==> src/hdl/msort_pkg.sv <==
// msort_pkg: shared types and constants for the stable merge sorter
// holds the data width and the start/status structs between sequencer and top
// no dependencies
package msort_pkg;

    localparam int DATA_W = 32;

    typedef struct packed {
        logic start;
    } msort_ctl_t;

    typedef struct packed {
        logic done;
        logic bank;
    } msort_sts_t;

endpackage

==> src/hdl/stable_merge_sorter_unit.sv <==
// Stable merge sorter. Values are loaded one per cycle into a 32-bit ram until a
// transfer with last_in set; up to MAX_ITEMS values are kept and later ones are
// dropped, which raises overflow on every result of that set. The set is then
// sorted ascending (signed, equal keys keep their arrival order) by bottom-up
// merge passes that ping-pong between two rams with one read port each. A pass
// sets up each run pair and reads the run heads, then writes one merged element
// and reads the next one from that run while it has one; there are ceil(log2(n))
// passes. Each result is then read from the ram and shown until it is taken, and
// the next read starts only after that. No input is taken while a set is being
// sorted or drained.
// depends on msort_pkg, msort_ram, msort_merge
module stable_merge_sorter_unit #(
    parameter int MAX_ITEMS = 64
) (
    input  logic               clk,
    input  logic               rst_n,
    input  logic               in_valid,
    output logic               in_ready,
    input  logic signed [31:0] value_in,
    input  logic               last_in,
    output logic               out_valid,
    input  logic               out_ready,
    output logic signed [31:0] value_out,
    output logic               last_out,
    output logic               overflow
);

    localparam int AW = $clog2(MAX_ITEMS);
    localparam int CW = $clog2(MAX_ITEMS + 1);
    localparam int DW = msort_pkg::DATA_W;

    typedef enum logic [1:0] {
        T_LOAD,
        T_SORT,
        T_RD,
        T_SHOW
    } state_t;

    state_t        state_reg, state_next;
    logic [CW-1:0] count_reg, count_next;
    logic          ovf_reg, ovf_next;
    logic [CW-1:0] k_reg, k_next;

    msort_pkg::msort_ctl_t m_ctl;
    msort_pkg::msort_sts_t m_sts;

    logic          in_xfer;
    logic          out_xfer;
    logic          load_we;
    logic          m_rd_en;
    logic [AW-1:0] m_rd_addr;
    logic          m_wr_en;
    logic [AW-1:0] m_wr_addr;
    logic [DW-1:0] m_wr_data;
    logic [DW-1:0] rdata0;
    logic [DW-1:0] rdata1;
    logic [DW-1:0] rdata;
    logic          ram_re;
    logic [AW-1:0] ram_raddr;
    logic          we0;
    logic          we1;
    logic [AW-1:0] waddr0;
    logic [DW-1:0] wdata0;

    assign in_ready  = (state_reg == T_LOAD);
    assign in_xfer   = in_valid && in_ready;
    assign out_valid = (state_reg == T_SHOW);
    assign out_xfer  = out_valid && out_ready;
    assign load_we   = in_xfer && (count_reg < CW'(MAX_ITEMS));

    assign rdata     = m_sts.bank ? rdata1 : rdata0;
    assign value_out = rdata;
    assign last_out  = ((k_reg + CW'(1)) == count_reg);
    assign overflow  = ovf_reg;

    assign ram_re    = (state_reg == T_SORT) ? m_rd_en : (state_reg == T_RD);
    assign ram_raddr = (state_reg == T_SORT) ? m_rd_addr : k_reg[AW-1:0];
    assign we0       = load_we || (m_wr_en && m_sts.bank);
    assign we1       = m_wr_en && !m_sts.bank;
    assign waddr0    = load_we ? count_reg[AW-1:0] : m_wr_addr;
    assign wdata0    = load_we ? value_in : m_wr_data;

    always_comb
    begin
        state_next  = state_reg;
        count_next  = count_reg;
        ovf_next    = ovf_reg;
        k_next      = k_reg;
        m_ctl.start = 1'b0;

        unique case (state_reg)
            T_LOAD:
            begin
                if (in_xfer)
                begin
                    if (load_we)
                    begin
                        count_next = count_reg + CW'(1);
                    end
                    else
                    begin
                        ovf_next = 1'b1;
                    end
                    if (last_in)
                    begin
                        m_ctl.start = 1'b1;
                        state_next  = T_SORT;
                    end
                end
            end
            T_SORT:
            begin
                if (m_sts.done)
                begin
                    k_next     = '0;
                    state_next = T_RD;
                end
            end
            T_RD:
            begin
                state_next = T_SHOW;
            end
            T_SHOW:
            begin
                if (out_xfer)
                begin
                    if (last_out)
                    begin
                        count_next = '0;
                        ovf_next   = 1'b0;
                        state_next = T_LOAD;
                    end
                    else
                    begin
                        k_next     = k_reg + CW'(1);
                        state_next = T_RD;
                    end
                end
            end
            default:
            begin
                state_next = T_LOAD;
            end
        endcase
    end

    always_ff @(posedge clk or negedge rst_n)
    begin
        if (!rst_n)
        begin
            state_reg <= T_LOAD;
            count_reg <= '0;
            ovf_reg   <= 1'b0;
            k_reg     <= '0;
        end
        else
        begin
            state_reg <= state_next;
            count_reg <= count_next;
            ovf_reg   <= ovf_next;
            k_reg     <= k_next;
        end
    end

    msort_ram #(
        .WIDTH (DW),
        .DEPTH (MAX_ITEMS)
    ) u_ram0 (
        .clk   (clk),
        .we    (we0),
        .waddr (waddr0),
        .wdata (wdata0),
        .re    (ram_re),
        .raddr (ram_raddr),
        .rdata (rdata0)
    );

    msort_ram #(
        .WIDTH (DW),
        .DEPTH (MAX_ITEMS)
    ) u_ram1 (
        .clk   (clk),
        .we    (we1),
        .waddr (m_wr_addr),
        .wdata (m_wr_data),
        .re    (ram_re),
        .raddr (ram_raddr),
        .rdata (rdata1)
    );

    msort_merge #(
        .MAX_ITEMS (MAX_ITEMS)
    ) u_merge (
        .clk     (clk),
        .rst_n   (rst_n),
        .ctl     (m_ctl),
        .n       (count_next),
        .rdata   (rdata),
        .rd_en   (m_rd_en),
        .rd_addr (m_rd_addr),
        .wr_en   (m_wr_en),
        .wr_addr (m_wr_addr),
        .wr_data (m_wr_data),
        .sts     (m_sts)
    );

    a_no_merge_write_in_load: assert property (
        @(posedge clk) disable iff (!rst_n)
        in_ready |-> !m_wr_en
    ) else $error("merge write while loading");

    a_ovf_only_when_full: assert property (
        @(posedge clk) disable iff (!rst_n)
        ovf_reg |-> (count_reg == CW'(MAX_ITEMS))
    ) else $error("overflow flagged before the buffer was full");

    a_closed_after_last: assert property (
        @(posedge clk) disable iff (!rst_n)
        (in_xfer && last_in) |=> (!in_ready && (count_reg != '0))
    ) else $error("input still open or empty set after last transfer");

    a_done_only_sorting: assert property (
        @(posedge clk) disable iff (!rst_n)
        m_sts.done |-> (state_reg == T_SORT)
    ) else $error("sort completion outside the sort phase");

endmodule

==> src/hdl/msort_ram.sv <==
// msort_ram: generic single-write, single-read synchronous ram
// read data registered, holds when read is not enabled
// no dependencies
module msort_ram #(
    parameter int WIDTH = 32,
    parameter int DEPTH = 64
) (
    input  logic                     clk,
    input  logic                     we,
    input  logic [$clog2(DEPTH)-1:0] waddr,
    input  logic [WIDTH-1:0]         wdata,
    input  logic                     re,
    input  logic [$clog2(DEPTH)-1:0] raddr,
    output logic [WIDTH-1:0]         rdata
);

    logic [WIDTH-1:0] mem [DEPTH];

    always_ff @(posedge clk)
    begin
        if (we)
        begin
            mem[waddr] <= wdata;
        end
        if (re)
        begin
            rdata <= mem[raddr];
        end
    end

endmodule

==> src/hdl/msort_merge.sv <==
// msort_merge: bottom-up merge pass sequencer over two ping-pong rams
// reads the source bank one element at a time, writes the merged run to the other
// depends on msort_pkg
module msort_merge #(
    parameter int MAX_ITEMS = 64
) (
    input  logic                                 clk,
    input  logic                                 rst_n,
    input  msort_pkg::msort_ctl_t                ctl,
    input  logic [$clog2(MAX_ITEMS+1)-1:0]       n,
    input  logic [msort_pkg::DATA_W-1:0]         rdata,
    output logic                                 rd_en,
    output logic [$clog2(MAX_ITEMS)-1:0]         rd_addr,
    output logic                                 wr_en,
    output logic [$clog2(MAX_ITEMS)-1:0]         wr_addr,
    output logic [msort_pkg::DATA_W-1:0]         wr_data,
    output msort_pkg::msort_sts_t                sts
);

    localparam int AW = $clog2(MAX_ITEMS);
    localparam int CW = $clog2(MAX_ITEMS + 1);
    localparam int SW = CW + 2;

    typedef enum logic [2:0] {
        ST_IDLE,
        ST_PASS,
        ST_SEG,
        ST_RD_A,
        ST_RD_B,
        ST_MERGE,
        ST_FILL_A,
        ST_FILL_B
    } state_t;

    state_t                      state_reg, state_next;
    logic                        bank_reg, bank_next;
    logic                        done_reg, done_next;
    logic [CW:0]                 width_reg, width_next;
    logic [CW-1:0]               n_reg, n_next;
    logic [CW-1:0]               lo_reg, lo_next;
    logic [CW-1:0]               a_reg, a_next;
    logic [CW-1:0]               b_reg, b_next;
    logic [CW-1:0]               o_reg, o_next;
    logic [CW-1:0]               mid_reg, mid_next;
    logic [CW-1:0]               hi_reg, hi_next;
    logic [msort_pkg::DATA_W-1:0] a_val_reg, a_val_next;
    logic [msort_pkg::DATA_W-1:0] b_val_reg, b_val_next;

    logic [SW-1:0] mid_sum;
    logic [SW-1:0] hi_sum;
    logic [SW-1:0] n_ext;
    logic [CW-1:0] a_inc;
    logic [CW-1:0] b_inc;
    logic          a_ok;
    logic          b_ok;
    logic          take_a;
    logic          seg_done;

    always_comb
    begin
        n_ext   = SW'(n_reg);
        mid_sum = SW'(lo_reg) + SW'(width_reg);
        hi_sum  = SW'(lo_reg) + (SW'(width_reg) << 1);
        a_inc   = a_reg + CW'(1);
        b_inc   = b_reg + CW'(1);
        a_ok    = (a_reg < mid_reg);
        b_ok    = (b_reg < hi_reg);
        take_a  = a_ok && (!b_ok || ($signed(a_val_reg) <= $signed(b_val_reg)));

        state_next = state_reg;
        bank_next  = bank_reg;
        done_next  = 1'b0;
        width_next = width_reg;
        n_next     = n_reg;
        lo_next    = lo_reg;
        a_next     = a_reg;
        b_next     = b_reg;
        o_next     = o_reg;
        mid_next   = mid_reg;
        hi_next    = hi_reg;
        a_val_next = a_val_reg;
        b_val_next = b_val_reg;
        rd_addr    = a_reg[AW-1:0];
        wr_en      = 1'b0;
        seg_done   = 1'b0;

        unique case (state_reg)
            ST_IDLE:
            begin
                if (ctl.start)
                begin
                    n_next     = n;
                    width_next = (CW+1)'(1);
                    bank_next  = 1'b0;
                    state_next = ST_PASS;
                end
            end
            ST_PASS:
            begin
                if (width_reg >= (CW+1)'(n_reg))
                begin
                    done_next  = 1'b1;
                    state_next = ST_IDLE;
                end
                else
                begin
                    lo_next    = '0;
                    state_next = ST_SEG;
                end
            end
            ST_SEG:
            begin
                mid_next   = (mid_sum > n_ext) ? n_reg : mid_sum[CW-1:0];
                hi_next    = (hi_sum > n_ext) ? n_reg : hi_sum[CW-1:0];
                a_next     = lo_reg;
                b_next     = (mid_sum > n_ext) ? n_reg : mid_sum[CW-1:0];
                o_next     = lo_reg;
                rd_addr    = lo_reg[AW-1:0];
                state_next = ST_RD_A;
            end
            ST_RD_A:
            begin
                a_val_next = rdata;
                rd_addr    = b_reg[AW-1:0];
                state_next = b_ok ? ST_RD_B : ST_MERGE;
            end
            ST_RD_B:
            begin
                b_val_next = rdata;
                state_next = ST_MERGE;
            end
            ST_MERGE:
            begin
                wr_en  = 1'b1;
                o_next = o_reg + CW'(1);
                if (take_a)
                begin
                    a_next  = a_inc;
                    rd_addr = a_inc[AW-1:0];
                    if (a_inc < mid_reg)
                    begin
                        state_next = ST_FILL_A;
                    end
                    else if (!b_ok)
                    begin
                        seg_done = 1'b1;
                    end
                end
                else
                begin
                    b_next  = b_inc;
                    rd_addr = b_inc[AW-1:0];
                    if (b_inc < hi_reg)
                    begin
                        state_next = ST_FILL_B;
                    end
                    else if (!a_ok)
                    begin
                        seg_done = 1'b1;
                    end
                end
            end
            ST_FILL_A:
            begin
                a_val_next = rdata;
                state_next = ST_MERGE;
            end
            ST_FILL_B:
            begin
                b_val_next = rdata;
                state_next = ST_MERGE;
            end
            default:
            begin
                state_next = ST_IDLE;
            end
        endcase

        if (seg_done)
        begin
            if (hi_sum >= n_ext)
            begin
                width_next = width_reg << 1;
                bank_next  = !bank_reg;
                state_next = ST_PASS;
            end
            else
            begin
                lo_next    = hi_sum[CW-1:0];
                state_next = ST_SEG;
            end
        end
    end

    assign rd_en    = (state_reg != ST_IDLE);
    assign wr_addr  = o_reg[AW-1:0];
    assign wr_data  = take_a ? a_val_reg : b_val_reg;
    assign sts.done = done_reg;
    assign sts.bank = bank_reg;

    always_ff @(posedge clk or negedge rst_n)
    begin
        if (!rst_n)
        begin
            state_reg <= ST_IDLE;
            bank_reg  <= 1'b0;
            done_reg  <= 1'b0;
            width_reg <= '0;
            n_reg     <= '0;
            lo_reg    <= '0;
            a_reg     <= '0;
            b_reg     <= '0;
            o_reg     <= '0;
            mid_reg   <= '0;
            hi_reg    <= '0;
        end
        else
        begin
            state_reg <= state_next;
            bank_reg  <= bank_next;
            done_reg  <= done_next;
            width_reg <= width_next;
            n_reg     <= n_next;
            lo_reg    <= lo_next;
            a_reg     <= a_next;
            b_reg     <= b_next;
            o_reg     <= o_next;
            mid_reg   <= mid_next;
            hi_reg    <= hi_next;
        end
    end

    always_ff @(posedge clk)
    begin
        a_val_reg <= a_val_next;
        b_val_reg <= b_val_next;
    end

endmodule

==> config.mk <==
export PLATFORM = sky130hd
export DESIGN_NAME = stable_merge_sorter_unit
export DESIGN_NICKNAME = d
export VERILOG_FILES = /design/src/hdl/msort_pkg.sv /design/src/hdl/stable_merge_sorter_unit.sv /design/src/hdl/msort_ram.sv /design/src/hdl/msort_merge.sv
export SDC_FILE = /design/constraint.sdc
export NUM_CORES = 2
export LEC_CHECK = 0
export BUFFER_PORTS_ARGS = -buffer_cell sky130_fd_sc_hd__buf_2
export CORE_MARGIN = 8
export CORE_UTILIZATION = 55
export CTS_BUF_LIST = sky130_fd_sc_hd__clkbuf_4 sky130_fd_sc_hd__clkbuf_8
export DETAILED_ROUTE_END_ITERATION = 7
export MAX_ROUTING_LAYER = met4
export PLACE_DENSITY = 0.71
export SLEW_MARGIN = 25
export SYNTH_ARGS = -nofsm -noshare
export SYNTH_HDL_FRONTEND = slang
export SYNTH_HIERARCHICAL = 1
export SYNTH_SLANG_ARGS = --single-unit
==> constraint.sdc <==
create_clock -name clk -period 8.9 [get_ports clk]
set_clock_uncertainty 0.15 [all_clocks]
set_input_delay 1.335 -clock clk [delete_from_list [all_inputs] [get_ports clk]]
set_output_delay 1.335 -clock clk [all_outputs]
set_load 0.005 [all_outputs]
==> results.md <==
* DRC violations left at 0
* Dpl hpwl at 248,200 um
* RSZ-0062 raised after global routing: false
* Port-buffer cells at 72
* Fin. max-slew vios at 0
* Final Critical Period at 7.486 ns
* Fin crit share at 0.8411
* Clock Sinks at 4,302
* Slowest Stage Delay on Critical Path at 0.87 ns
* Final Hold Fails at 0
* First-pass GRT wire length at 622,100 um
* Max Cap Violations at 0
* Worst-case clock buffer depth at 4
* Final Setup Violations at 0
* Setup bufs post-CTS at 0
* # resized after CTS at 0
* Dominant synthesized flop cell: edfxtp_1
* DIE WIDTH at 568.5 um
* Final nets at 8,510
* EDFF count, synth at 4,224
* Crit end category: flop
* Status: finished, final reports clean
* Die area at 0.3232 mm2
* Post-DR wirelength/cell at 34.38 um
* DRT iter0 DRCs at 11,740
* Length of the first detailed-routing pass in iterations at 5
* F_max at 0.1336 GHz
* Yosys warning count at 6
* H-tree levels at 6
* Top Registers: u_ram0/mem (2048), u_ram1/mem (2048)
* Slew headroom at 0.2475
* Die height at 568.5 um
* Post-synth top cells: edfxtp_1 (4,224), mux4_2 (1,088), nor2_1 (326)
* Setup TNS at 0 ns
* Via count at 85,210
* Root buffer selected by CTS: clkbuf_8
* Num CTS Buffers at 645
* Seq/Total Area, Yosys at 0.7672
* Initial antenna violation count at 26
* Startpoint types: flop
* Req. time, crit path at 9.46 ns
* Post-Route WL at 441,700 um
* CP max stage cell: o32ai_1
* Worst Path Arrival at 8.05 ns
* DP Worst Slack at 1.484 ns
* Synth area leaders: edfxtp_1 (76%), mux4_2 (15%), mux2i_1 (1.2%)
* Cell Chain, Critical Path: inv_1 > ha_1 > a211oi_1 > o21bai_1 > a221oi_1 > o21ai_0 > o21bai_1 > o21a_4 > nor2_1 > a211oi_1 > mux2_8 > buf_4 > nor2b_1 > a22oi_1 > and3_1 > o32ai_1 > nor3_1
* Worst Setup Path Type: reg2reg
* Num rows at 203
* Vias/cell at 6.631
* Clock latency at the later pin of the worst-skew pair at 1.09 ns
* CTS tree: done
* Initial Utilization at 0.5508
* Synth top area share at 0.7555
* Mean Syn Cell Area at 21.58 um2
* Synthesized flop and latch total at 4,302
* Vias in the first global route at 85,340
* Share of cells above drive strength 1 at 0.3074
* Total track usage at 0.2773
* # hold bufs at CTS at 0
* Area delta synth->final at 11.62%
* Clk slew on worst S/H paths at 0.06 ns
* Remaining Overflow, GRT at 0
* Ys async rst share at 0.01813
* Placer congestion estimate at 0.9046
* Cell with the most instances after synthesis: edfxtp_1
* HP Class: in2async
* I/O pin cnt at 73
* Core footprint at 0.3048 mm2
* Post-synth net total at 7,918
* Synthesized area at 0.1679 mm2
* Gate count of the mapped netlist at 7,780
* Crit Path Max Fanout at 61
* Worst Max-Slew Pin Slew at 1.126 ns
* Synth area leader: edfxtp_1
* Largest net degree at the start of global routing at 135
* Synth cell types at 79
* Final setup slack of the worst path at 1.414 ns
* ANT nets after route at 0
-- routing by layer --
layer | global-route usage | part of all wire
met2 | 0.4348 | 0.48
met3 | 0.04763 | 0.10
met1 | 0.3627 | 0.36
met4 | 0.1233 | 0.053
met5 | - | 0
-- worst max-delay path, delay by kind of cell (launching register included) --
family	cells	cell delay, ns
multiplexers	1	0.72
AND/OR/NAND/NOR	4	1.30
adder cells (fa/ha/maj)	1	0.26
AO/OA/AOI/OAI	9	3.34
buffers and inverters	2	0.96
flip-flops	1	0.36
-- final timing paths --
check | start | end | slack, ns | depth (start not counted)
worst max register to register | u_merge/b_val_reg[17] | u_ram1/rdata[8] | 1.41 | 17
worst max-delay path | u_merge/b_val_reg[17] | u_ram1/rdata[8] | 1.41 | 17
min in group clk | u_merge/mid_reg[3] | u_merge/mid_reg[3] | 0.33 | 1
max in group asynchronous | rst_n | u_merge/a_reg[3] | 7.89 | 1
worst min-delay path | rst_n | k_reg[0] | 0.18 | 1
worst min register to register | u_merge/mid_reg[3] | u_merge/mid_reg[3] | 0.33 | 1
-- cell families after synthesis --
kind of cell / Yosys count / share of synthesized area
DFF: 4302 / 0.7672
AOI/OAI and AO/OA: 667 / 0.02574
and+or+nand+nor: 819 / 0.02187
muxes: 1348 / 0.1618
buffers and inverters: 512 / 0.01415
adders and majority gates: 101 / 0.007617
xor gates and xnor gates: 31 / 0.001617
-- placed cells by master, fill, tap and decap left out, types with 19 or more instances in the layout --
| cell | n |
|---|---|
| o221ai_1 | 58 |
| nand2b_1 | 19 |
| nor2_4 | 125 |
| ha_1 | 99 |
| mux4_2 | 1088 |
| a21oi_1 | 173 |
| clkinv_1 | 136 |
| buf_12 | 19 |
| inv_6 | 19 |
| clkinv_2 | 52 |
| nand2_2 | 28 |
| nor2b_1 | 41 |
| edfxtp_1 | 4224 |
| dfrtp_1 | 78 |
| and3_1 | 21 |
| nor2_1 | 199 |
| mux2_2 | 47 |
| buf_4 | 277 |
| o22ai_1 | 173 |
| o21ai_0 | 64 |
| o21ai_4 | 33 |
| a22oi_1 | 24 |
| xnor2_1 | 21 |
| clkbuf_4 | 223 |
| clkbuf_8 | 654 |
| buf_2 | 71 |
| nand2_1 | 222 |
| a31oi_1 | 19 |
| inv_1 | 89 |
| mux2i_1 | 208 |
| nor3_1 | 29 |
| nand3_1 | 38 |
-- per-stage QoR --
stage / instance area [um2] / cells / util / hold WS [ns]
floorplan: 167900 / 7780 / - / 0.2995
global placement: 175200 / 11720 / 0.5748 / 0.3153
detailed placement: 175200 / 11720 / 0.5749 / 0.3171
CTS: 187400 / 12840 / 0.6148 / 0.2669
global route: 187400 / 12850 / 0.6148 / 0.2056
finish: 187400 / 12850 / 0.6148 / 0.1848
-- area by class of cell --
| type | count | area (um2) |
|---|---|---|
| fill | 20520 | 117400 |
| clock inverter | 241 | 1471 |
| multi-input combinational | 2966 | 38270 |
| clock buffer | 877 | 10680 |
| tap | 3997 | 5001 |
| sequential | 4302 | 128800 |
| antenna | 9 | 22.52 |
| timing repair buffer | 368 | 2826 |
| inverter | 89 | 334.1 |
Power is not shown: default switching activity piles up to over one toggle a cycle in this logic, so the estimate is an artifact.
